===== config.mk =====
export PLATFORM = sky130hd
export DESIGN_NAME = gregorian_date_difference_flat
export DESIGN_NICKNAME = d
export VERILOG_FILES = /design/src/hw/rtl/gdd_pkg.sv /design/src/hw/rtl/gdd_if.sv /design/src/hw/rtl/gdd_lane.sv /design/src/hw/rtl/gdd_merge.sv /design/src/hw/rtl/gregorian_date_difference.sv /design/src/flat_wrapper.sv
export SDC_FILE = /design/constraint.sdc
export NUM_CORES = 2
export LEC_CHECK = 0
export BUFFER_PORTS_ARGS = -buffer_cell sky130_fd_sc_hd__buf_2
export CORE_ASPECT_RATIO = 0.75
export CORE_MARGIN = 5
export CORE_UTILIZATION = 30
export DETAILED_ROUTE_END_ITERATION = 16
export PLACE_DENSITY_LB_ADDON = 0.2
export SYNTH_ARGS = -nofsm -noshare
export SYNTH_HDL_FRONTEND = slang
export SYNTH_HIERARCHICAL = 1
export SYNTH_SLANG_ARGS = --single-unit
export TNS_END_PERCENT = 1

===== constraint.sdc =====
create_clock -name i_clk -period 14.1 [get_ports i_clk]
set_input_delay 1.41 -clock i_clk [delete_from_list [all_inputs] [get_ports i_clk]]
set_output_delay 1.41 -clock i_clk [all_outputs]
set_load 0.03 [all_outputs]

===== src/hw/rtl/gdd_pkg.sv =====
// ============================================================================
// gdd_pkg - shared types and constants for the date difference block
// Field widths, order codes and the pipeline enable bundle.
// ============================================================================
package gdd_pkg;

    localparam int DAY_W   = 5;
    localparam int MONTH_W = 4;
    localparam int YEAR_W  = 14;
    localparam int DIST_W  = 22;
    localparam int ORDER_W = 2;
    // Day number of the largest 14-bit year still fits 23 bits.
    localparam int NUM_W   = 23;

    localparam logic signed [ORDER_W-1:0] ORD_LATER   = 2'sb01;
    localparam logic signed [ORDER_W-1:0] ORD_EQUAL   = 2'sb00;
    localparam logic signed [ORDER_W-1:0] ORD_EARLIER = 2'sb11;

    // Load enables of the three pipeline stages.
    typedef struct packed {
        logic en_a;
        logic en_b;
        logic en_c;
    } t_pipe_en;

endpackage


===== src/hw/rtl/gdd_if.sv =====
// ============================================================================
// gdd_if - request and response channels
// Valid/ready channels carrying a date pair and its day distance.
// ============================================================================
interface gdd_req_if;
    import gdd_pkg::*;

    logic               valid;
    logic               ready;
    logic [DAY_W-1:0]   first_day;
    logic [MONTH_W-1:0] first_month;
    logic [YEAR_W-1:0]  first_year;
    logic [DAY_W-1:0]   second_day;
    logic [MONTH_W-1:0] second_month;
    logic [YEAR_W-1:0]  second_year;

    modport source (
        output valid, first_day, first_month, first_year,
               second_day, second_month, second_year,
        input  ready
    );
    modport sink (
        input  valid, first_day, first_month, first_year,
               second_day, second_month, second_year,
        output ready
    );
endinterface

interface gdd_rsp_if;
    import gdd_pkg::*;

    logic                      valid;
    logic                      ready;
    logic [DIST_W-1:0]         day_distance;
    logic signed [ORDER_W-1:0] order;

    modport source (
        output valid, day_distance, order,
        input  ready
    );
    modport sink (
        input  valid, day_distance, order,
        output ready
    );
endinterface


===== src/hw/rtl/gdd_lane.sv =====
// ============================================================================
// gdd_lane - day number of one date
// Two stages: constant multiplies, then the leap test and the final sum.
// ============================================================================
module gdd_lane (
    input  logic                         i_clk,
    input  gdd_pkg::t_pipe_en            i_en,
    input  logic [gdd_pkg::DAY_W-1:0]    i_day,
    input  logic [gdd_pkg::MONTH_W-1:0]  i_month,
    input  logic [gdd_pkg::YEAR_W-1:0]   i_year,
    output logic [gdd_pkg::NUM_W-1:0]    o_day_num
);
    import gdd_pkg::*;

    localparam int QW = 8;              // quotient of a 12-bit value by 25
    localparam int XW = YEAR_W - 2;

    localparam logic [8:0] DAYS_BEFORE [16] = '{
        9'd0,   9'd0,   9'd31,  9'd59,  9'd90,  9'd120, 9'd151, 9'd181,
        9'd212, 9'd243, 9'd273, 9'd304, 9'd334, 9'd365, 9'd365, 9'd365
    };

    // floor(x / 25) for x < 4096: x * 1311 / 32768 is exact over that range.
    function automatic logic [QW-1:0] div25(input logic [XW-1:0] x);
        logic [23:0] prod;
        begin
            prod  = 24'(x) * 24'd1311;
            div25 = prod[22:15];
        end
    endfunction

    logic [YEAR_W-1:0]  w_prev;
    logic [NUM_W-1:0]   w_whole;
    logic               w_div100;
    logic               w_leap;
    logic [NUM_W-1:0]   w_sum;

    // stage A
    logic [NUM_W-1:0]   r_y365;
    logic [XW-1:0]      r_p4;
    logic [QW-1:0]      r_q100;
    logic [QW-1:0]      r_q400;
    logic [XW-1:0]      r_y4;
    logic [QW-1:0]      r_qy;
    logic [1:0]         r_ylo;
    logic               r_ynz;
    logic [MONTH_W-1:0] r_month;
    logic [DAY_W-1:0]   r_day;
    // stage B
    logic [NUM_W-1:0]   r_num;

    assign w_prev = i_year - YEAR_W'(1);

    always_ff @(posedge i_clk) begin
        if (i_en.en_a) begin
            r_y365  <= NUM_W'(i_year) * NUM_W'(365);
            r_p4    <= w_prev[YEAR_W-1:2];
            r_q100  <= div25(w_prev[YEAR_W-1:2]);
            r_q400  <= div25({2'b00, w_prev[YEAR_W-1:4]});
            r_y4    <= i_year[YEAR_W-1:2];
            r_qy    <= div25(i_year[YEAR_W-1:2]);
            r_ylo   <= i_year[1:0];
            r_ynz   <= (i_year != '0);
            r_month <= i_month;
            r_day   <= i_day;
        end
    end

    // Leap: divisible by 4, and either not by 100 or year/100 divisible by 4.
    always_comb begin
        w_div100 = (r_y4 == XW'({4'b0000, r_qy} * 12'd25));
        w_leap   = (r_ylo == 2'b00) && (!w_div100 || (r_qy[1:0] == 2'b00));
        w_whole  = r_ynz ? (NUM_W'(r_p4) - NUM_W'(r_q100) + NUM_W'(r_q400) + NUM_W'(1))
                         : '0;
        w_sum    = r_y365 + w_whole + NUM_W'(DAYS_BEFORE[r_month])
                 + NUM_W'(w_leap && (r_month > MONTH_W'(2))) + NUM_W'(r_day);
    end

    always_ff @(posedge i_clk) begin
        if (i_en.en_b) begin
            r_num <= w_sum;
        end
    end

    assign o_day_num = r_num;

endmodule


===== src/hw/rtl/gdd_merge.sv =====
// ============================================================================
// gdd_merge - combines the two lanes
// Field order compare, absolute difference and saturation.
// ============================================================================
module gdd_merge (
    input  logic                               i_clk,
    input  gdd_pkg::t_pipe_en                  i_en,
    input  logic [gdd_pkg::DAY_W-1:0]          i_first_day,
    input  logic [gdd_pkg::MONTH_W-1:0]        i_first_month,
    input  logic [gdd_pkg::YEAR_W-1:0]         i_first_year,
    input  logic [gdd_pkg::DAY_W-1:0]          i_second_day,
    input  logic [gdd_pkg::MONTH_W-1:0]       i_second_month,
    input  logic [gdd_pkg::YEAR_W-1:0]         i_second_year,
    input  logic [gdd_pkg::NUM_W-1:0]          i_num_first,
    input  logic [gdd_pkg::NUM_W-1:0]          i_num_second,
    output logic [gdd_pkg::DIST_W-1:0]         o_distance,
    output logic signed [gdd_pkg::ORDER_W-1:0] o_order
);
    import gdd_pkg::*;

    logic signed [ORDER_W-1:0] w_ord;
    logic [NUM_W-1:0]          w_diff;
    logic [DIST_W-1:0]         w_dist;

    logic signed [ORDER_W-1:0] r_ord_a;
    logic signed [ORDER_W-1:0] r_ord_b;
    logic signed [ORDER_W-1:0] r_ord_c;
    logic [DIST_W-1:0]         r_dist;

    always_comb begin
        priority if (i_first_year > i_second_year)   w_ord = ORD_LATER;
        else if (i_first_year < i_second_year)       w_ord = ORD_EARLIER;
        else if (i_first_month > i_second_month)     w_ord = ORD_LATER;
        else if (i_first_month < i_second_month)     w_ord = ORD_EARLIER;
        else if (i_first_day > i_second_day)         w_ord = ORD_LATER;
        else if (i_first_day < i_second_day)         w_ord = ORD_EARLIER;
        else                                         w_ord = ORD_EQUAL;
    end

    always_comb begin
        w_diff = (i_num_first >= i_num_second) ? (i_num_first - i_num_second)
                                               : (i_num_second - i_num_first);
        w_dist = w_diff[NUM_W-1] ? '1 : w_diff[DIST_W-1:0];
    end

    always_ff @(posedge i_clk) begin
        if (i_en.en_a) begin
            r_ord_a <= w_ord;
        end
        if (i_en.en_b) begin
            r_ord_b <= r_ord_a;
        end
        if (i_en.en_c) begin
            r_ord_c <= r_ord_b;
            r_dist  <= w_dist;
        end
    end

    assign o_distance = r_dist;
    assign o_order    = r_ord_c;

endmodule


===== src/hw/rtl/gregorian_date_difference.sv =====
// ============================================================================
// gregorian_date_difference - days between two Gregorian dates
// Two day-number lanes feeding a merge stage, three-stage pipeline.
// ============================================================================
// Takes a request holding two dates (day, month, year from year 0) and
// answers with the absolute number of days between them and their order
// (1 first later, 0 equal, -1 first earlier, compared year, month, day).
// One request is taken per clock unless back pressure fills every stage;
// each passes through three register stages: constant multiplies in each
// lane, the day-number sum in each lane, and the difference in the merge
// stage. Each stage holds its item when the one after it cannot load, so
// a request is still accepted while a response waits if a stage is free.
// Days and months are not range checked; a month above twelve counts the
// whole year, and a distance beyond 22 bits saturates to all ones.
// ============================================================================
module gregorian_date_difference (
    input  logic      i_clk,
    input  logic      i_rst_n,
    gdd_req_if.sink   i_req,
    gdd_rsp_if.source o_rsp
);
    import gdd_pkg::*;

    // stage valid flags and their next values
    logic r_v_a, r_v_b, r_v_c;
    logic n_v_a, n_v_b, n_v_c;

    // a stage may load when empty or when its content moves on
    logic w_rdy_a, w_rdy_b, w_rdy_c;
    t_pipe_en w_en;

    logic [NUM_W-1:0] w_num_first;
    logic [NUM_W-1:0] w_num_second;

    always_comb begin
        w_rdy_c   = !r_v_c || o_rsp.ready;
        w_rdy_b   = !r_v_b || w_rdy_c;
        w_rdy_a   = !r_v_a || w_rdy_b;
        w_en.en_a = w_rdy_a;
        w_en.en_b = w_rdy_b;
        w_en.en_c = w_rdy_c;
        n_v_a     = w_rdy_a ? i_req.valid : r_v_a;
        n_v_b     = w_rdy_b ? r_v_a       : r_v_b;
        n_v_c     = w_rdy_c ? r_v_b       : r_v_c;
    end

    always_ff @(posedge i_clk) begin
        if (!i_rst_n) begin
            r_v_a <= 1'b0;
            r_v_b <= 1'b0;
            r_v_c <= 1'b0;
        end else begin
            r_v_a <= n_v_a;
            r_v_b <= n_v_b;
            r_v_c <= n_v_c;
        end
    end

    assign i_req.ready = w_rdy_a;
    assign o_rsp.valid = r_v_c;

    // lane for the first date
    gdd_lane u_lane_first (
        .i_clk     (i_clk),
        .i_en      (w_en),
        .i_day     (i_req.first_day),
        .i_month   (i_req.first_month),
        .i_year    (i_req.first_year),
        .o_day_num (w_num_first)
    );

    // lane for the second date
    gdd_lane u_lane_second (
        .i_clk     (i_clk),
        .i_en      (w_en),
        .i_day     (i_req.second_day),
        .i_month   (i_req.second_month),
        .i_year    (i_req.second_year),
        .o_day_num (w_num_second)
    );

    // order from the raw fields, distance from the lane results
    gdd_merge u_merge (
        .i_clk          (i_clk),
        .i_en           (w_en),
        .i_first_day    (i_req.first_day),
        .i_first_month  (i_req.first_month),
        .i_first_year   (i_req.first_year),
        .i_second_day   (i_req.second_day),
        .i_second_month (i_req.second_month),
        .i_second_year  (i_req.second_year),
        .i_num_first    (w_num_first),
        .i_num_second   (w_num_second),
        .o_distance     (o_rsp.day_distance),
        .o_order        (o_rsp.order)
    );

    // identical fields give identical day numbers
    a_equal_zero: assert property (@(posedge i_clk) disable iff (!i_rst_n)
        o_rsp.valid && (o_rsp.order == ORD_EQUAL) |-> (o_rsp.day_distance == '0))
        else $error("equal dates with nonzero distance");

    // back pressure only when every stage holds an item
    a_full_stall: assert property (@(posedge i_clk) disable iff (!i_rst_n)
        !i_req.ready |-> (r_v_a && r_v_b && r_v_c))
        else $error("request refused with a free stage");

    // an accepted request occupies the first stage
    a_accept_load: assert property (@(posedge i_clk) disable iff (!i_rst_n)
        i_req.valid && i_req.ready |=> r_v_a)
        else $error("accepted request lost");

    // order code is never the unused pattern
    a_order_code: assert property (@(posedge i_clk) disable iff (!i_rst_n)
        o_rsp.valid |-> (o_rsp.order == ORD_LATER || o_rsp.order == ORD_EQUAL ||
                         o_rsp.order == ORD_EARLIER))
        else $error("bad order code");

endmodule


===== src/flat_wrapper.sv =====
// flat-port wrapper written by rule: the top's interface ports become plain ports
module gregorian_date_difference_flat import gdd_pkg::*;
  (i_clk, i_rst_n, i_req_valid, i_req_first_day, i_req_first_month, i_req_first_year, i_req_second_day, i_req_second_month, i_req_second_year, i_req_ready, o_rsp_valid, o_rsp_day_distance, o_rsp_order, o_rsp_ready);
  gdd_req_if i_req_i ();
  gdd_rsp_if o_rsp_i ();
  input  logic i_clk;
  input  logic i_rst_n;
  input wire logic [$bits(i_req_i.valid)-1:0] i_req_valid;
  input wire logic [$bits(i_req_i.first_day)-1:0] i_req_first_day;
  input wire logic [$bits(i_req_i.first_month)-1:0] i_req_first_month;
  input wire logic [$bits(i_req_i.first_year)-1:0] i_req_first_year;
  input wire logic [$bits(i_req_i.second_day)-1:0] i_req_second_day;
  input wire logic [$bits(i_req_i.second_month)-1:0] i_req_second_month;
  input wire logic [$bits(i_req_i.second_year)-1:0] i_req_second_year;
  output wire logic [$bits(i_req_i.ready)-1:0] i_req_ready;
  output wire logic [$bits(o_rsp_i.valid)-1:0] o_rsp_valid;
  output wire logic [$bits(o_rsp_i.day_distance)-1:0] o_rsp_day_distance;
  output wire logic [$bits(o_rsp_i.order)-1:0] o_rsp_order;
  input wire logic [$bits(o_rsp_i.ready)-1:0] o_rsp_ready;
  assign i_req_i.valid = i_req_valid;
  assign i_req_i.first_day = i_req_first_day;
  assign i_req_i.first_month = i_req_first_month;
  assign i_req_i.first_year = i_req_first_year;
  assign i_req_i.second_day = i_req_second_day;
  assign i_req_i.second_month = i_req_second_month;
  assign i_req_i.second_year = i_req_second_year;
  assign i_req_ready = i_req_i.ready;
  assign o_rsp_valid = o_rsp_i.valid;
  assign o_rsp_day_distance = o_rsp_i.day_distance;
  assign o_rsp_order = o_rsp_i.order;
  assign o_rsp_i.ready = o_rsp_ready;
  gregorian_date_difference u_core (.i_clk(i_clk), .i_rst_n(i_rst_n), .i_req(i_req_i), .o_rsp(o_rsp_i));
endmodule

== After elaboration in Yosys (flattened, before gate mapping) ==
Memories as Yosys holds them, arrays and structs flattened.
Index checks and enable logic that the tools add are counted.
W data, S select, Z words.
Word-level totals
  register bits: 239
  ROM bits: 288
  output and inout bits: 26
  word-level logic and storage cells: 108
  memories: 2
Memories
  (no name shown): words 16, bits a word 9, rd ports 1, clocked after Yosys merged registers in 0, write ports 0, RTL line gdd_lane.sv:75  | w_sum = r_y365 + w_whole + NUM_W'(DAYS_BEFORE[r_month])
  (no name shown): words 16, bits a word 9, rd ports 1, clocked after Yosys merged registers in 0, write ports 0, RTL line gdd_lane.sv:75
Operators by class
  add/sub/neg operators: 18
  $mul: 10
  magnitude comparators: 11
  equal/unequal tests: 2
  muxes and demuxes: 12
  bitwise logic cells: 2
  reduce and logical (&&, ||, !) cells: 21
Operator list (number)
  $mul A12 B11 Y23 const B: 4
  $mux W23: 3
  $add A23 B1 Y23: 2
  $add A23 B23 Y23: 2
  $add A23 B5 Y23: 2
  $add A23 B9 Y23: 2
  $mul A14 B9 Y23 const B: 2
  $sub A23 B23 Y23: 2
  $mul A10 B11 Y21 const B: 2
  $mux W9: 4
  $add A14 B2 Y15 const B: 2
  $add A13 B7 Y14: 2
  $reduce_bool A14 Y1: 2
  $sub A14 B1 Y14 const B: 2
  $sub A12 B8 Y13: 2
  $eq A12 B12 Y1: 2
  $mul A8 B5 Y12 const B: 2
  $ge A23 B23 Y1: 1
  $gt A14 B14 Y1: 1
  $lt A14 B14 Y1: 1
  $ge A5 B5 Y1 const B: 2
  $mux W2: 5
  $not A4 Y5: 2
  $gt A4 B2 Y1 const B: 2
  9 further kinds: 23

== Logic depth before layout (Yosys ltp) ==
  depth in word-level cells: 8
  gate-level depth with buffers: 27

== Hierarchy ==
The synthesis kept the hierarchy.
Modules (own cells, without submodules)
  gdd_lane (u_core.u_lane_first): instances 1, cells each 1442, area an instance 15587.4 µm², sequential area each 3062.9 µm²
  gdd_lane (u_core.u_lane_second): instances 1, cells each 1451, area an instance 15552.4 µm², sequential area each 3062.9 µm²
  gdd_merge: instances 1, cells each 521, area an instance 4076.4 µm², sequential area each 840.8 µm²
  gregorian_date_difference: instances 1, cells each 12, area an instance 122.6 µm², sequential area each 60.1 µm²

== Worst setup path before layout ==
OpenSTA, ideal clock, no wires.
  path kind: input to register
  from: input i_req_first_year[4]
  to: register u_core.u_lane_first.r_q400[5], data pin
  setup time: 0.264 ns
  arrival time: 7.487 ns
  setup slack: 6.350 ns
  cell stages on the path: 22
  path buffers: 0
  cells stage by stage: inv_1 > ha_1 > nand2_1 > nand2_1 > nand2_1 > a21boi_0 > nand2_1 > xnor2_1 > fa_1 > fa_1 > fa_1 > fa_1 > inv_1 > fa_1 > inv_1 > ha_1 > a211o_1 > a31o_2 > or3_1 > a31o_2 > a31oi_1 > xor2_1
On the way
  longest elaborated chain between the ends: 2
RTL lines
  from (decl): RTL line flat_wrapper.sv:11  | input wire logic [$bits(i_req_i.first_year)-1:0] i_req_first_year;
  $sub A14 B1 Y14: RTL line gdd_lane.sv:52  | assign w_prev = i_year - YEAR_W'(1);
  via u_core.u_lane_first.w_prev[11]: RTL line gdd_lane.sv:32  | logic [YEAR_W-1:0] w_prev;
  $mul A10 B11 Y21: RTL line gdd_lane.sv:27  | prod = 24'(x) * 24'd1311;
  to (signal assigned): RTL line gdd_lane.sv:59  | r_q400 <= div25({2'b00, w_prev[YEAR_W-1:4]});
  to (decl): RTL line gdd_lane.sv:42  | logic [QW-1:0] r_q400;
The timed path passes the listed nets, and every way through them passes these cells.
A chain may end at the register's enable or synchronous reset.

== Worst setup path in the final report ==
  from: input i_req_first_year[5]
  to: register u_core.u_lane_first.r_q400[5], data pin
The elaborated chain is that of the path after synthesis.

==> flow_summary.toml <==
[global_routing]
antenna_found_initial = 6
grt_overflow = 0
grt_most_used_layer = "met1"
met3_usage = 0.0190
globalRouteTotalUtil = 0.140
global_route.usage.met1 = 0.233
first_global_vias = 23670
maximum_number_of_pins_on_one_net_before_global_route_repair = 58
first_pass_grt_wire_length_um = 138000
grtUsageMet2 = 0.191

[critical_path]
worst_path_largest_cell_delay_ns = 0.54
setup.worst_path.start_class = "input pin"
regToRegSetupSlack_ns = 6.89
cp_max_fo = 9
reg2reg_from = "u_core/u_lane_first/r_qy[2]$_DFFE_PP_"
slowest_cp_cell = "fa_1"
timing.critical_path.required_ns = 14.45
cp_delay_by_family_top = "adder cells"
setup.worst_path.end_class = "flop"
critical_path.reg2reg.endpoint = "u_core/u_lane_first/o_day_num[21]$_DFFE_PP_"
timing_worst_setup_path_type = "input pin to flop"
timing.reg2reg.worst_path_depth = 23
critical_path.most_common_cell = "fa_1"
critPathBufInv = 5
cp.arrival_ns = 7.80

[die]
core_mm2 = 0.117
floorplan.die.width_um = 406
full_die_area_mm2 = 0.125
pin_count = 76
die_y_extent_um = 307
start_util = 0.301
fp-row-count = 109

[layout]
filler_cell_count = 12039
flow.area_growth_from_synthesis_pct = 9.73
finish.cell_count_without_fillers = 5110
final_nets = 4734
finalInstanceArea_mm2 = 0.0388
layout-drive-gt1-share = 0.0616

[yosys]
yosys_register_bits = 235
largest_family_of_logic_cells_by_synthesized_area = "adder cells"
most_frequently_used_cell_type_in_the_post_synthesis_netlist = "ha_1"
synth.net_count = 4630
ys.warnings.count = 6
synth_ff_type = "edfxtp_1"
post_synth_and_or_nand_nor_area_fraction = 0.0737
seq_area_frac_synth = 0.199
synth_top_cell_area_share = 0.285
synthesized_instance_count = 3426
synth_compound_area_frac = 0.113
syn-cell-area_mm2 = 0.0353
syn_area_per_cell_um2 = 10.3
synth.top_cells.by_area = "ha_1, fa_1, edfxtp_1"
synth.area.mux_share = 0.00336
synth.largest_area_cell = "ha_1"
synth-xor-area-share = 0.0498
synth-edff-count = 232
netlist_top_cells_count = "ha_1, inv_1, fa_1, edfxtp_1, xnor2_1"
synth_cell_type_count = 101
synthAdderAreaFrac = 0.483
fraction_of_synthesis_flops_using_an_asynchronous_set_or_reset_pin = 0

[status]
status = "finished, final reports clean"

[route]
residual_drc = 0
post_drt_wl_per_cell_um = 16.9
drt_iter0_drc = 1441
detail_route.vias_per_cell = 4.61
routed-via-count = 23562
final_antenna_net_count = 0
wirelength_um = 86300
drt-pass1-iter-count = 5

[cts]
post_cts_hold_buffer_count = 0
h-tree-depth = 1
post_cts_buffers = 0
clock-sinks = 235
cts_made_buffers = 31
post_cts.resized_instances = 0
clock-root-buffer = "clkbuf_16"
cts.path.max_buffers = 3
clock_tree_from_tritoncts = "done"
clock_insertion_delay_worst_skew_ns = 0.61
clk_pin_slew_ns = 0.06

[sta]
drv_slew = 0
fin_skew_ns = 0.0370
slew_headroom = 0.264
setup_viol = 0
grt_setup_unrepaired = "no"
worst-slew-pin-transition_ns = 1.10
layout_worst_path_cycle_share = 0.529
timing.setup.tns_ns = 0
report.final.hold_viol_count = 0
final_period_minus_worst_setup_slack_ns = 7.45
achievable-frequency_mhz = 134

[min_path]
timing.hold.worst.start = "u_core/u_merge/r_ord_b[0]$_DFFE_PP_"
hold_depth = 0
whs_endpoint = "u_core/u_merge/o_order[0]$_DFFE_PP_"
hold_class = "flop to flop"

[place]
placedInstanceArea_mm2 = 0.0377
routabilityCongestion = 0.886
placed_cells_incl_taps = 5051
dpl.hpwl_um = 73000
port_buffers = 75

[flow_run]
drv.max_cap_violation_count = 0
==> worst register-to-register path, stage by stage (launching register included) <==
cell      delay (ns)
edfxtp_1        0.48
ha_1            0.34
ha_1            0.31
fa_1            0.48
ha_1            0.35
a21o_1          0.18
a21o_1          0.21
xnor2_1         0.13
nor4_1          0.44
nand3_1         0.13
nor2_1          0.29
nor4_1          0.12
fa_1            0.41
fa_1            0.51
ha_1            0.25
fa_1            0.43
a211oi_1        0.31
o21bai_1        0.14
a41o_1          0.29
a41oi_1         0.32
nor4b_2         0.33
nor3_1          0.10
a211oi_1        0.28
xnor2_1         0.12
==> kinds of logic after synthesis <==
logic type	count (synthesis)
AOI/OAI and AO/OA	585
xor gates and xnor gates	201
adders and majority gates	1154
buffers and inverters	737
DFF	235
muxes	10
and+or+nand+nor	504
==> worst max-delay path by stage <==
stage                                   start                                       to  depth (start not counted)
after detailed placement  i_req_first_year[5]  u_core/u_lane_first/r_q400[5]$_DFFE_PP_                         25
final                     i_req_first_year[5]  u_core/u_lane_first/r_q400[5]$_DFFE_PP_                         25
after CTS                 i_req_first_year[5]  u_core/u_lane_first/r_q400[5]$_DFFE_PP_                         25
after global routing      i_req_first_year[5]  u_core/u_lane_first/r_q400[5]$_DFFE_PP_                         25
after global placement    i_req_first_year[5]  u_core/u_lane_first/r_q400[5]$_DFFE_PP_                         25
after floorplan           i_req_first_year[4]  u_core/u_lane_first/r_q400[5]$_DFFE_PP_                         22
==> layer usage <==
metal  part of all wire  routed length, um
met5            0.00023                 20
met4              0.017               1470
met3              0.042               3580
met2               0.38              32600
met1               0.56              48600
==> registers in the layout, indices dropped and copies added (netlist names), 12 cells and up <==
name and flops:
u_core/u_lane_first/o_day_num 23, u_core/u_lane_first/r_p4 12, u_core/u_lane_first/r_y365 23, u_core/u_lane_first/r_y4 12, u_core/u_lane_second/o_day_num 23, u_core/u_lane_second/r_p4 12, u_core/u_lane_second/r_y365 23, u_core/u_lane_second/r_y4 12
u_core/u_merge/o_distance 22
==> layout make-up <==
| cell class | count | area, um2 | area share |
|---|---|---|---|
| sequential | 235 | 7030 | 0.181 |
| inverter | 704 | 2650 | 0.0683 |
| tap | 1554 | 1940 | 0.0501 |
| clock inverter | 24 | 250 | 0.00645 |
| multi-input combinational | 2454 | 25500 | 0.658 |
| timing repair buffer | 104 | 593 | 0.0153 |
| antenna | 1 | 2.50 | 0.0000645 |
| clock buffer | 34 | 787 | 0.0203 |
==> stage by stage <==
stage	utilization	setup slack (ns)	hold WS (ns)
after floorplan	-	6.35	0.400
after global placement	0.321	6.10	0.407
after detailed placement	0.321	6.00	0.429
after CTS	0.330	6.66	0.444
after global routing	0.330	6.32	0.448
final	0.330	6.65	0.439
==> placed cells by master, fill, tap and decap left out, types with 75 or more instances in the layout <==
cell type,count
ha_1,806
nor2_1,123
edfxtp_1,232
xnor2_1,159
fa_1,348
a21oi_1,152
o21ai_0,101
inv_1,702
nand2_1,100
buf_2,75
Power is not shown: default switching activity piles up to over one toggle a cycle in this logic, so the estimate is an artifact.
